<file path="src/lkpi_pkg.sv">
// Shared types, widths and helpers for the looped keyframe path interpolator.
// No dependencies; every other file in src imports this package.
package lkpi_pkg;

   // Table size and fixed-point format
   localparam int MAX_KEYFRAMES = 16;
   localparam int FRAC_BITS     = 16;
   localparam int IDX_W         = $clog2(MAX_KEYFRAMES);
   localparam int CFG_W         = 5;
   localparam int CNT_W         = IDX_W + 1;
   localparam int POS_W         = 32;
   localparam int DUR_W         = 32;
   localparam int TIME_W        = DUR_W + 1;
   localparam int TOT_W         = DUR_W + IDX_W;
   localparam int ALU_W         = TOT_W + 1;
   localparam int COEF_W        = FRAC_BITS + 1;
   localparam int PROD_W        = COEF_W + 1 + POS_W;
   localparam int STEP_W        = $clog2(TIME_W + 1);

   // Item kinds
   localparam logic KIND_TICK = 1'b0;
   localparam logic KIND_LOAD = 1'b1;

   // Fraction value 1.0
   localparam logic [COEF_W-1:0] FRAC_ONE = {1'b1, {FRAC_BITS{1'b0}}};

   // Sequencer step marks
   localparam logic [STEP_W-1:0] MOD_LAST = STEP_W'(TIME_W - 1);
   localparam logic [STEP_W-1:0] DIV_LAST = STEP_W'(FRAC_BITS);
   localparam logic [STEP_W-1:0] MUL_X0   = STEP_W'(0);
   localparam logic [STEP_W-1:0] MUL_X1   = STEP_W'(1);
   localparam logic [STEP_W-1:0] MUL_Y0   = STEP_W'(2);
   localparam logic [STEP_W-1:0] MUL_Y1   = STEP_W'(3);
   localparam logic [STEP_W-1:0] MUL_OUT  = STEP_W'(4);

   typedef struct packed {
      logic                    kind;
      logic [DUR_W-1:0]        elapsed;
      logic [IDX_W-1:0]        entry_index;
      logic signed [POS_W-1:0] entry_x;
      logic signed [POS_W-1:0] entry_y;
      logic [DUR_W-1:0]        entry_duration;
   } req_type;

   typedef struct packed {
      logic signed [POS_W-1:0] pos_x;
      logic signed [POS_W-1:0] pos_y;
      logic [IDX_W-1:0]        segment;
   } rsp_type;

   typedef struct packed {
      logic signed [POS_W-1:0] x;
      logic signed [POS_W-1:0] y;
      logic [DUR_W-1:0]        dur;
   } kf_type;

   typedef enum logic [3:0] {
      ST_IDLE,
      ST_SUM,
      ST_CMP,
      ST_MOD_DEC,
      ST_MOD_STEP,
      ST_MOD_INC,
      ST_WALK_RD,
      ST_WALK_CMP,
      ST_DIV,
      ST_MUL
   } state_type;

   typedef enum logic {
      ALU_ADD,
      ALU_SUB
   } alu_op_type;

   // Clamp the configured count into 1..MAX_KEYFRAMES
   function automatic logic [CNT_W-1:0] eff_count(input logic [CFG_W-1:0] cfg);
      logic [CNT_W-1:0] c;
      if (cfg == '0) begin
         c = CNT_W'(1);
      end else if (int'(cfg) > MAX_KEYFRAMES) begin
         c = CNT_W'(MAX_KEYFRAMES);
      end else begin
         c = CNT_W'(cfg);
      end
      return c;
   endfunction

   // Next keyframe index, wrapping at the active count
   function automatic logic [IDX_W-1:0] next_seg(input logic [IDX_W-1:0] seg,
                                                 input logic [CNT_W-1:0] cnt);
      logic [CNT_W-1:0] inc;
      inc = CNT_W'(seg) + CNT_W'(1);
      return (inc >= cnt) ? '0 : inc[IDX_W-1:0];
   endfunction

endpackage

</file>
<file path="src/lkpi_alu.sv">
// Shared add/subtract unit used for every time sum, compare and divide step.
// Depends on lkpi_pkg.
module lkpi_alu (
   input  lkpi_pkg::alu_op_type          op,
   input  logic [lkpi_pkg::ALU_W-1:0]    a,
   input  logic [lkpi_pkg::ALU_W-1:0]    b,
   output logic [lkpi_pkg::ALU_W-1:0]    res,
   output logic                          borrow
);
   import lkpi_pkg::*;

   logic [ALU_W:0] full;

   // Add or subtract with one extra bit; on subtract it flags a < b
   always_comb begin
      case (op)
         ALU_ADD: full = {1'b0, a} + {1'b0, b};
         ALU_SUB: full = {1'b0, a} - {1'b0, b};
         default: full = {1'b0, a} + {1'b0, b};
      endcase
   end

   assign res    = full[ALU_W-1:0];
   assign borrow = (op == ALU_SUB) ? full[ALU_W] : 1'b0;

endmodule

</file>
<file path="src/lkpi_mul.sv">
// Registered fraction-by-position multiplier for the interpolation products.
// Depends on lkpi_pkg.
module lkpi_mul (
   input  logic                                clock,
   input  logic [lkpi_pkg::COEF_W-1:0]         coef,
   input  logic signed [lkpi_pkg::POS_W-1:0]   pos,
   output logic signed [lkpi_pkg::PROD_W-1:0]  prod
);
   import lkpi_pkg::*;

   logic signed [COEF_W:0]   coef_s;
   logic signed [PROD_W-1:0] prod_in;
   logic signed [PROD_W-1:0] prod_ff;

   // Unsigned coefficient times signed position
   assign coef_s  = {1'b0, coef};
   assign prod_in = coef_s * pos;

   always_ff @(posedge clock) begin
      prod_ff <= prod_in;
   end

   assign prod = prod_ff;

endmodule

</file>
<file path="src/looped_keyframe_path_interpolator.sv">
// Looped keyframe path interpolator: sequencer, keyframe table and datapath.
// A tick runs from accept to the result strobe through the sum of the active durations, the
// compare, the segment walk, the fraction divide and the multiplies; a tick that overruns a
// whole loop also runs the bit-serial modulo. One item at a time through the shared
// add/subtract unit. A load yields no result. Results are strobed for one cycle, no stall.
// Synchronous reset: count 1, accumulator and segment zero; table undefined until loaded.
module looped_keyframe_path_interpolator (
   input  logic                      clock,
   input  logic                      reset,
   input  logic                      start,
   output logic                      busy,
   input  lkpi_pkg::req_type         req_data,
   output logic                      rsp_valid,
   output lkpi_pkg::rsp_type         rsp_data,
   input  logic                      csr_valid,
   output logic                      csr_ready,
   input  logic [lkpi_pkg::CFG_W-1:0] csr_data
);
   import lkpi_pkg::*;

   // Keyframe table
   kf_type kf_mem [MAX_KEYFRAMES];
   kf_type rd_ff;
   logic [IDX_W-1:0] rd_addr;
   logic             mem_we;
   kf_type           wr_entry;

   // Control state
   state_type state_ff, state_in;
   logic [CFG_W-1:0]  cnt_ff, cnt_in;
   logic [TIME_W-1:0] acc_ff, acc_in;
   logic [IDX_W-1:0]  seg_ff, seg_in;
   logic [STEP_W-1:0] step_ff, step_in;
   logic              pend_ff, pend_in;
   logic              rsp_valid_ff, rsp_valid_in;

   // Datapath registers
   logic [TIME_W-1:0]       t_ff, t_in;
   logic [TOT_W-1:0]        total_ff, total_in;
   logic [ALU_W-1:0]        rem_ff, rem_in;
   logic [COEF_W-1:0]       quo_ff, quo_in;
   logic [DUR_W-1:0]        dur_ff, dur_in;
   logic signed [POS_W-1:0] x0_ff, x0_in;
   logic signed [POS_W-1:0] y0_ff, y0_in;
   logic signed [POS_W-1:0] px_ff, px_in;
   logic signed [PROD_W-1:0] sum_ff, sum_in;
   rsp_type                 rsp_data_ff, rsp_data_in;

   // Shared units
   alu_op_type        alu_op;
   logic [ALU_W-1:0]  alu_a, alu_b, alu_res;
   logic              alu_borrow;
   logic [COEF_W-1:0] mul_coef;
   logic signed [POS_W-1:0]  mul_pos;
   logic signed [PROD_W-1:0] prod;
   logic signed [PROD_W-1:0] sum_add;

   logic [CNT_W-1:0]  cnt_eff;
   logic [IDX_W-1:0]  seg_next;
   logic              sum_issue;
   logic              walk_gt;
   logic              walk_go;
   logic              tick_go;

   lkpi_alu u_alu (
      .op     (alu_op),
      .a      (alu_a),
      .b      (alu_b),
      .res    (alu_res),
      .borrow (alu_borrow)
   );

   lkpi_mul u_mul (
      .clock (clock),
      .coef  (mul_coef),
      .pos   (mul_pos),
      .prod  (prod)
   );

   // Common decodes
   assign cnt_eff   = eff_count(cnt_ff);
   assign seg_next  = next_seg(seg_ff, cnt_eff);
   assign sum_issue = (step_ff < STEP_W'(cnt_eff));
   assign walk_gt   = !alu_borrow && (alu_res != '0);
   assign walk_go   = walk_gt && (step_ff < STEP_W'(cnt_eff));
   assign tick_go   = start && (req_data.kind == KIND_TICK);
   assign sum_add   = sum_ff + prod;
   assign csr_ready = 1'b1;

   // Next state
   always_comb begin
      state_in = state_ff;
      case (state_ff)
         ST_IDLE: begin
            if (tick_go) state_in = ST_SUM;
         end
         ST_SUM: begin
            if (!sum_issue && !pend_ff) state_in = ST_CMP;
         end
         ST_CMP: begin
            state_in = alu_borrow ? ST_MOD_DEC : ST_WALK_RD;
         end
         ST_MOD_DEC:  state_in = ST_MOD_STEP;
         ST_MOD_STEP: begin
            if (step_ff == '0) state_in = ST_MOD_INC;
         end
         ST_MOD_INC:  state_in = ST_WALK_RD;
         ST_WALK_RD:  state_in = ST_WALK_CMP;
         ST_WALK_CMP: begin
            state_in = walk_go ? ST_WALK_RD : ST_DIV;
         end
         ST_DIV: begin
            if (step_ff == DIV_LAST) state_in = ST_MUL;
         end
         ST_MUL: begin
            if (step_ff == MUL_OUT) state_in = ST_IDLE;
         end
         default: state_in = ST_IDLE;
      endcase
   end

   // Unit operand select, table address and handshake outputs
   always_comb begin
      busy     = (state_ff != ST_IDLE);
      alu_op   = ALU_ADD;
      alu_a    = '0;
      alu_b    = '0;
      rd_addr  = seg_ff;
      mul_coef = FRAC_ONE - quo_ff;
      mul_pos  = x0_ff;
      mem_we   = 1'b0;
      case (state_ff)
         ST_IDLE: begin
            alu_a  = ALU_W'(acc_ff);
            alu_b  = ALU_W'(req_data.elapsed);
            mem_we = start && (req_data.kind == KIND_LOAD) &&
                     (int'(req_data.entry_index) < MAX_KEYFRAMES);
         end
         ST_SUM: begin
            alu_a   = ALU_W'(total_ff);
            alu_b   = ALU_W'(rd_ff.dur);
            rd_addr = step_ff[IDX_W-1:0];
         end
         ST_CMP: begin
            alu_op = ALU_SUB;
            alu_a  = ALU_W'(total_ff);
            alu_b  = ALU_W'(t_ff);
         end
         ST_MOD_DEC: begin
            alu_op = ALU_SUB;
            alu_a  = ALU_W'(t_ff);
            alu_b  = ALU_W'(1);
         end
         ST_MOD_STEP: begin
            alu_op = ALU_SUB;
            alu_a  = {rem_ff[ALU_W-2:0], t_ff[step_ff]};
            alu_b  = ALU_W'(total_ff);
         end
         ST_MOD_INC: begin
            alu_a = rem_ff;
            alu_b = ALU_W'(1);
         end
         ST_WALK_RD: begin
            rd_addr = seg_ff;
         end
         ST_WALK_CMP: begin
            alu_op = ALU_SUB;
            alu_a  = ALU_W'(t_ff);
            alu_b  = ALU_W'(rd_ff.dur);
         end
         ST_DIV: begin
            alu_op  = ALU_SUB;
            alu_a   = (step_ff == '0) ? rem_ff : {rem_ff[ALU_W-2:0], 1'b0};
            alu_b   = ALU_W'(dur_ff);
            rd_addr = seg_next;
         end
         ST_MUL: begin
            rd_addr = seg_next;
            case (step_ff)
               MUL_X0: begin
                  mul_coef = FRAC_ONE - quo_ff;
                  mul_pos  = x0_ff;
               end
               MUL_X1: begin
                  mul_coef = quo_ff;
                  mul_pos  = rd_ff.x;
               end
               MUL_Y0: begin
                  mul_coef = FRAC_ONE - quo_ff;
                  mul_pos  = y0_ff;
               end
               MUL_Y1: begin
                  mul_coef = quo_ff;
                  mul_pos  = rd_ff.y;
               end
               default: begin
                  mul_coef = quo_ff;
                  mul_pos  = rd_ff.y;
               end
            endcase
         end
         default: begin
            busy = 1'b1;
         end
      endcase
   end

   // Datapath next values
   always_comb begin
      cnt_in       = cnt_ff;
      acc_in       = acc_ff;
      seg_in       = seg_ff;
      step_in      = step_ff;
      pend_in      = 1'b0;
      rsp_valid_in = 1'b0;
      t_in         = t_ff;
      total_in     = total_ff;
      rem_in       = rem_ff;
      quo_in       = quo_ff;
      dur_in       = dur_ff;
      x0_in        = x0_ff;
      y0_in        = y0_ff;
      px_in        = px_ff;
      sum_in       = sum_ff;
      rsp_data_in  = rsp_data_ff;

      // Take a register write
      if (csr_valid && csr_ready) cnt_in = csr_data;

      case (state_ff)
         ST_IDLE: begin
            // Start a tick: fold in elapsed time, drop a stale segment
            if (tick_go) begin
               t_in     = TIME_W'(alu_res);
               seg_in   = (CNT_W'(seg_ff) >= cnt_eff) ? '0 : seg_ff;
               total_in = '0;
               step_in  = '0;
            end
         end
         ST_SUM: begin
            // Issue one read per cycle, add the entry that arrived
            if (sum_issue) step_in = step_ff + STEP_W'(1);
            pend_in = sum_issue;
            if (pend_ff) total_in = TOT_W'(alu_res);
         end
         ST_CMP: begin
            step_in = '0;
         end
         ST_MOD_DEC: begin
            t_in    = TIME_W'(alu_res);
            rem_in  = '0;
            step_in = MOD_LAST;
         end
         ST_MOD_STEP: begin
            // Restoring remainder, one dividend bit per cycle
            rem_in = alu_borrow ? alu_a : alu_res;
            if (step_ff != '0) step_in = step_ff - STEP_W'(1);
         end
         ST_MOD_INC: begin
            t_in    = TIME_W'(alu_res);
            step_in = '0;
         end
         ST_WALK_CMP: begin
            // Advance while time exceeds the segment, else latch segment data
            if (walk_go) begin
               t_in    = TIME_W'(alu_res);
               seg_in  = seg_next;
               step_in = step_ff + STEP_W'(1);
            end else begin
               acc_in  = t_ff;
               dur_in  = rd_ff.dur;
               x0_in   = rd_ff.x;
               y0_in   = rd_ff.y;
               rem_in  = ALU_W'(t_ff);
               quo_in  = '0;
               step_in = '0;
            end
         end
         ST_DIV: begin
            // One fraction bit per cycle
            quo_in = {quo_ff[COEF_W-2:0], !alu_borrow};
            rem_in = alu_borrow ? alu_a : alu_res;
            step_in = (step_ff == DIV_LAST) ? '0 : step_ff + STEP_W'(1);
         end
         ST_MUL: begin
            // Accumulate the two weighted products per axis
            step_in = step_ff + STEP_W'(1);
            case (step_ff)
               MUL_X1: sum_in = prod;
               MUL_Y0: px_in  = sum_add[FRAC_BITS +: POS_W];
               MUL_Y1: sum_in = prod;
               MUL_OUT: begin
                  rsp_valid_in        = 1'b1;
                  rsp_data_in.pos_x   = px_ff;
                  rsp_data_in.pos_y   = sum_add[FRAC_BITS +: POS_W];
                  rsp_data_in.segment = seg_ff;
                  step_in             = '0;
               end
               default: sum_in = sum_ff;
            endcase
         end
         default: begin
            step_in = step_ff;
         end
      endcase
   end

   // Control registers
   always_ff @(posedge clock) begin
      if (reset) begin
         state_ff     <= ST_IDLE;
         cnt_ff       <= CFG_W'(1);
         acc_ff       <= '0;
         seg_ff       <= '0;
         step_ff      <= '0;
         pend_ff      <= 1'b0;
         rsp_valid_ff <= 1'b0;
      end else begin
         state_ff     <= state_in;
         cnt_ff       <= cnt_in;
         acc_ff       <= acc_in;
         seg_ff       <= seg_in;
         step_ff      <= step_in;
         pend_ff      <= pend_in;
         rsp_valid_ff <= rsp_valid_in;
      end
   end

   // Payload registers
   always_ff @(posedge clock) begin
      t_ff        <= t_in;
      total_ff    <= total_in;
      rem_ff      <= rem_in;
      quo_ff      <= quo_in;
      dur_ff      <= dur_in;
      x0_ff       <= x0_in;
      y0_ff       <= y0_in;
      px_ff       <= px_in;
      sum_ff      <= sum_in;
      rsp_data_ff <= rsp_data_in;
   end

   // Keyframe table: zero duration is stored as one LSB
   always_comb begin
      wr_entry.x   = req_data.entry_x;
      wr_entry.y   = req_data.entry_y;
      wr_entry.dur = (req_data.entry_duration == '0) ? DUR_W'(1) : req_data.entry_duration;
   end

   always_ff @(posedge clock) begin
      if (mem_we) kf_mem[req_data.entry_index] <= wr_entry;
      rd_ff <= kf_mem[rd_addr];
   end

   assign rsp_valid = rsp_valid_ff;
   assign rsp_data  = rsp_data_ff;

   // A result only follows the last multiply step
   a_rsp_after_mul: assert property (@(posedge clock) disable iff (reset)
      rsp_valid_ff |-> $past(state_ff) == ST_MUL)
      else $error("result strobe without a finished interpolation");

   // A load item never yields a result
   a_load_no_rsp: assert property (@(posedge clock) disable iff (reset)
      (start && !busy && req_data.kind == KIND_LOAD) |=> !rsp_valid_ff)
      else $error("result strobe after a load item");

   // A tick item keeps the block busy
   a_tick_busy: assert property (@(posedge clock) disable iff (reset)
      (start && !busy && req_data.kind == KIND_TICK) |=> busy)
      else $error("tick accepted but sequencer did not start");

   // Results are single-cycle strobes, never back to back
   a_strobe: assert property (@(posedge clock) disable iff (reset)
      rsp_valid_ff |=> !rsp_valid_ff)
      else $error("result strobe held for more than one cycle");

endmodule
</file>
<file path="config.mk">
export PLATFORM = sky130hd
export DESIGN_NAME = looped_keyframe_path_interpolator
export DESIGN_NICKNAME = d
export VERILOG_FILES = /design/src/lkpi_pkg.sv /design/src/lkpi_alu.sv /design/src/lkpi_mul.sv /design/src/looped_keyframe_path_interpolator.sv
export SDC_FILE = /design/constraint.sdc
export NUM_CORES = 2
export LEC_CHECK = 0
export ABC_AREA = 1
export ABC_CLOCK_PERIOD_IN_PS = 11700
export BUFFER_PORTS_ARGS = -buffer_cell sky130_fd_sc_hd__buf_2
export CORE_AREA = 5 5 497 499
export CTS_BUF_LIST = sky130_fd_sc_hd__clkbuf_16
export CTS_CLUSTER_SIZE = 28
export DETAILED_ROUTE_END_ITERATION = 12
export DIE_AREA = 0 0 502 504
export GPL_ROUTABILITY_DRIVEN = 0
export SETUP_SLACK_MARGIN = 0.4
export SLEW_MARGIN = 25
export SYNTH_ARGS = -nofsm -noshare
export SYNTH_HDL_FRONTEND = slang
export SYNTH_SLANG_ARGS = --single-unit
</file>
<file path="constraint.sdc">
create_clock -name clock -period 11.7 [get_ports clock]
set_clock_uncertainty 0.1 [all_clocks]
set_input_delay 1.17 -clock clock [delete_from_list [all_inputs] [get_ports clock]]
set_output_delay 1.17 -clock clock [all_outputs]
set_load 0.02 [all_outputs]
</file>
* After elaboration in Yosys (flattened, before gate mapping)
Memories as Yosys holds them, arrays and structs flattened. A register that Yosys moved wholly into a read port is not among the register bits. Cells that the tools add are included.
Word-level totals: register bits after elaboration 469, RAM bits 1536, bits of input ports 142, output and inout bits 71, logic and storage cells 161, memories kept 1
Memories:
- kf_mem | words 16, width 96, rd ports 1, clocked after memory_dff 1, wr ports 1, line looped_keyframe_path_interpolator.sv:22 | kf_type kf_mem [MAX_KEYFRAMES];
Cells by class: add/sub/neg operators 7, multipliers 1, $lt $le $gt $ge 5, equal/unequal tests 25, mux-type cells 52, bitwise gates (word level) 5, reductions and logical operators 45
Operator list (count):
- one-hot mux 37 bit (6 select lines) | 1
- one-hot mux 36 bit (6 select lines) | 1
- 2-to-1 mux 37 bit | 3
- one-hot mux 37 bit (3 select lines) | 1
- one-hot mux 33 bit (3 select lines) | 1
- one-hot mux 32 bit (3 select lines) | 1
- one-hot mux 38 bit (2 select lines) | 1
- 2-to-1 mux 36 bit | 2
- one-hot mux 36 bit (2 select lines) | 1
- 2-to-1 mux 33 bit | 2
- 2-to-1 mux 32 bit | 2
- 2-to-1 mux 17 bit | 3
- adder 48 bit | 1
- multiplier 18 x 32 -> 48 bit | 1
- one-hot mux 6 bit (8 select lines) | 1
- 2-to-1 mux 4 bit | 10
- one-hot mux 4 bit (10 select lines) | 1
- adder 37 x 36 -> 38 bit | 1
- subtractor 37 x 36 -> 38 bit | 1
- nonzero test 37 bit | 1
- 2-to-1 mux 6 bit | 6
- one-hot mux 17 bit (2 select lines) | 1
- zero test 32 bit | 1
- != test 2 bit, second input constant | 11
- 40 further kinds | 85

* Longest topological paths before layout
depth after elaboration 11, mapped depth 48, depth with buffers taken out 45

* Hierarchy
A second synthesis with hierarchy kept.
Second synthesis, totals: cell total of the unflattened synthesis 11966, area, all modules 114010.6 µm²
Modules (own cells, without submodules):
- looped_keyframe_path_interpolator | instances 1, cells an instance 8052, area each 87597.8 µm², seq. area each 60147.7 µm²
- lkpi_mul | instances 1, cells an instance 3115, area each 22402.7 µm², seq. area each 1001.0 µm²
- lkpi_alu | instances 1, cells an instance 799, area each 4010.1 µm², seq. area each 0.0 µm²

* Worst setup path before layout
Ideal clock, no wire load.
kind register to register, from register step_ff[0], to register u_mul.prod_ff[41] (netlist: u_mul.prod[41]), setup time 0.121 ns, data arrival time 7.507 ns, required time 11.479 ns, slack 3.972 ns, stages on the path, launching flop included 41, buffers on the path 3, clock period less this slack 7.728 ns, cells stage by stage dfxtp_1 inv_1 clkbuf_1 clkbuf_1 ha_1 inv_1 nor2_2 nor2_1 nand2_1 o21ai_0 xor2_1 clkbuf_1 nand2_1 fa_1 inv_1 fa_1 inv_1 fa_1 [... 5 more ...] inv_1 ha_1 a21oi_1 o21ai_0 a21o_1 nor2_1 o21ai_0 nand2_1 nand2_1 nand2_1 nand2_1 nand2_1 nand2_1 nand3_1 nand3_1 nand2_1 nand2_1 xor2_1
On the way: longest elaborated chain between the ends 5, elaborated cells between the ends (all ways) 9, those cells by class mul: 1; eq/ne: 2; mux: 4; reduce/logical: 2
Ends and longest elaborated chain:
- from (decl) | line looped_keyframe_path_interpolator.sv:33 | logic [STEP_W-1:0] step_ff, step_in;
- from (signal assigned) | line looped_keyframe_path_interpolator.sv:323 | step_ff <= step_in;
- equality test 6 x 2 -> 1 bit / zero test 6 bit (equally long branches) | line looped_keyframe_path_interpolator.sv:179 | case (step_ff)
- OR reduction 2 bit (no line)
- 2-to-1 mux 17 bit
- 2-to-1 mux 17 bit | line looped_keyframe_path_interpolator.sv:132 | case (state_ff)
- multiplier 18 x 32 -> 48 bit (*) | line lkpi_mul.sv:17 | assign prod_in = coef_s * pos;
- named net u_mul.prod_in[41] | line lkpi_mul.sv:12 | logic signed [PROD_W-1:0] prod_in;
- to (signal assigned) | line lkpi_mul.sv:20 | prod_ff <= prod_in;
- to (decl) | line lkpi_mul.sv:13 | logic signed [PROD_W-1:0] prod_ff;
Mark *: on every way through the listed nets, which the timed path passes. The rest lies on a longest branch. A chain may end at the register's enable or synchronous reset.

* Worst setup path in the final report
from register step_ff[0], to register u_mul.prod_ff[47] (netlist: u_mul.prod[47])
Same word-level chain as after synthesis.

==> qor.yml <==
pwr:
  leakage_nw: 48.6
  power.total_w: 0.0194
  p_per_area_nw_per_um2: 162
  vdd_drop_max_uv: 160
yosys:
  synth_top_flop_cell: "edfxtp_1"
  syn-instance-count: 10200
  synthTopCellsByArea: "edfxtp_1, fa_1, inv_1, nand2_1, dfxtp_1"
  yosys.area_share.simple_pct: 11.4
  synth_common_cells: "edfxtp_1, inv_1, nand2_1"
  synth_xor_area_share_pct: 1.24
  yosys.area.top_type: "edfxtp_1"
  ys_seq_elements: 2101
  synth_nets: 11100
  synth.distinct_cells: 68
  synthArstFlopShare_pct: 0
  post-synth-top-count-cell: "edfxtp_1"
  synth_compound_area_share_pct: 10.3
  synth_top_family_by_area: "adder cells"
  synthAdderAreaFrac_pct: 11.9
  synth-edff-count: 1903
  ys_warn_count: 0
  synth.avg_cell_area_um2: 10.6
  syn_area_um2: 108000
  netlist.area_leader.share_pct: 52.8
  muxShareOfSynthArea_pct: 0
  ys_seq_area_share_pct: 56.5
cts:
  htree_levels: 4
  cts_setup_buffers: 0
  cts.reportedPaths.clkPinSlew_ns: 0.06
  cts_tree: "done"
  cts_made_buffers: 214
  ctsHoldBuffers: 0
  clkSinkCount: 2101
  clockBufferDepth: 3
  post_cts_resized: 0
  cts-root-buf: "clkbuf_16"
  clock_latency_ns: 0.89
die:
  pin_count: 213
  die_h_um: 504
  dieWidth_um: 502
  initial_core_util_pct: 44.7
  num_rows: 181
  core_area_um2: 242000
  die-area_um2: 253000
global_routing:
  gr-total-overflow: 0
  antenna_found_initial: 44
  grt_pass1_vias: 71500
  grt_pass1_wl_um: 445000
  track_usage_pct: 23.0
  grt_start_max_net_pins: 222
worst_setup_path:
  critPathRequiredTime_ns: 12.30
  start_kind: "flop"
  reg2reg_slack_ns: 1.62
  crit_type: "reg2reg"
  worst-path-stages: 33
  cp_top_family: "adder cells"
  cp-end-kind: "flop"
  cp_slowest_cell: "xor2_1"
  crit_arrival_ns: 10.68
  crit_fanout: 33
  cp_common_cell: "nand2_1"
  r2r_cells: 33
  slowest_delay_ns: 0.86
  path_buf_inv: 7
  r2r-end: "u_mul.prod[47]$_DFF_P_"
  setup.worst_path.start: "step_ff[0]$_SDFFE_PP0P_"
  r2r_start: "step_ff[0]$_SDFFE_PP0P_"
  worstSetupEndpoint: "u_mul.prod[47]$_DFF_P_"
placed_design:
  dpl.hpwl_um: 184000
  place_inst: 13200
  place_worst_setup_slack_ns: 1.54
  port_buffers: 211
timing:
  rsz0062_at_grt: "no"
  tightest_slew_ns: 1.22
  min_period_over_period_pct: 86.2
  fin_ws_ns: 1.62
  report.final.hold_viol_count: 0
  timing.fmax_ghz: 0.0992
  slew_headroom_pct: 18.9
  setup_tns_ns: 0
  slew_viol_final: 0
  setup_viol: 0
  fin_crit_ns: 10.08
route:
  drt-initial-drc-count: 7717
  first_pass_iters: 8
  avgRoutedWirePerCell_um: 21.6
  vias_per_cell: 5.42
  vias: 74000
  drc: 0
  drtAntennaViolNets: 0
  drt_wl_total_um: 295000
cells_and_area:
  areaGrowthSynthToFinish_pct: 10.5
  fin_nets: 11100
  layout-drive-gt1-share_pct: 7.00
  final_cells: 13700
status:
  status: "finished, final reports clean"
worst_hold_path:
  hold_path_depth: 0
  min_path_type: "reg2reg"
flow_run:
  cap_violations: 0
==> registers in the layout, summed over array words and instances, names as in the netlist, 6 cells and up <==
| name | count |
|---|---|
| kf_mem | 1536 |
| rd_ff | 96 |
| rsp_data | 68 |
| sum_ff | 48 |
| u_mul.prod | 48 |
| rem_ff | 37 |
| total_ff | 36 |
| acc_ff | 33 |
| t_ff | 33 |
| dur_ff | 32 |
| px_ff | 32 |
| x0_ff | 32 |
| y0_ff | 32 |
| quo_ff | 17 |
| step_ff | 6 |
==> layout by cell type (no fill, tap or decap), drive strengths merged, types with 10 or more instances in the layout <==
cell type,netlist,final
nor3,31,31
nand2,1602,1602
o221ai,26,26
clkinv,6,117
o22ai,16,16
o21ai,611,611
a221oi,49,49
dfxtp,198,198
buf,242,310
inv,1907,1953
a31oi,14,14
diode,0,17
edfxtp,1903,1903
fa,510,510
a21o,10,10
o211ai,415,415
nand4,32,32
ha,217,217
o21a,16,16
a21oi,657,657
o2111ai,13,13
nor2,537,537
nor4,22,22
clkbuf,275,215
bufinv,0,24
xnor2,47,47
a22oi,14,14
a22o,20,20
xor2,105,105
nand3,707,707
==> area by class of cell <==
cell class                 instances  area, um^2
tap                             3202        4010
sequential                      2101       61100
multi-input combinational       5714       38000
antenna                           17        42.5
timing repair buffer             310        2100
clock inverter                   190        1760
inverter                        1913        7200
clock buffer                     215        5380
fill                           21500      122000
==> cells by family (layout without fill, tap and decap cells) <==
kind of cell,after synthesis,after routing
AOI/OAI and AO/OA,1886,1886
DFF,2101,2101
xor gates and xnor gates,152,152
buffers and inverters,2430,2628
adders and majority gates,727,727
and+or+nand+nor,2948,2948
other,1,18
==> worst min-delay path by stage <==
stage | endpoint | slack [ns] | startpoint
detailed placement | rsp_data[50]$_DFFE_PP_ | 0.30 | px_ff[14]$_DFFE_PP_
finish | rsp_data[39]$_DFFE_PP_ | 0.31 | px_ff[3]$_DFFE_PP_
floorplan | rsp_data[36]$_DFFE_PP_ | 0.30 | px_ff[0]$_DFFE_PP_
global placement | rsp_data[43]$_DFFE_PP_ | 0.30 | px_ff[7]$_DFFE_PP_
global route | rsp_data[64]$_DFFE_PP_ | 0.32 | px_ff[28]$_DFFE_PP_
CTS | rsp_data[39]$_DFFE_PP_ | 0.31 | px_ff[3]$_DFFE_PP_
==> power by group <==
group          total [W]  internal [W]  switching [W]
clock network    0.00684       0.00389        0.00294
logic            0.00385      0.000995        0.00286
registers        0.00872       0.00857       0.000148
total             0.0194        0.0135        0.00595
==> routing by layer <==
layer / vias to the layer above / track usage, % / wire (um)
met4: 28 / 7.43 / 9640
met1: 36100 / 32.0 / 125000
met5: - / 0 / 172
met3: 571 / 4.94 / 26300
li1: 34300 / - / -
met2: 3015 / 36.1 / 134000
==> through the flow <==
step                hold slack (ns)  area [um^2]  utilization, %
floorplan                     0.300       108000               -
global route                  0.324       120000            49.4
CTS                           0.309       120000            49.4
global placement              0.302       112000            46.4
finish                        0.310       120000            49.4
detailed placement            0.305       112000            46.4
Power figures use the tool's default switching activity.
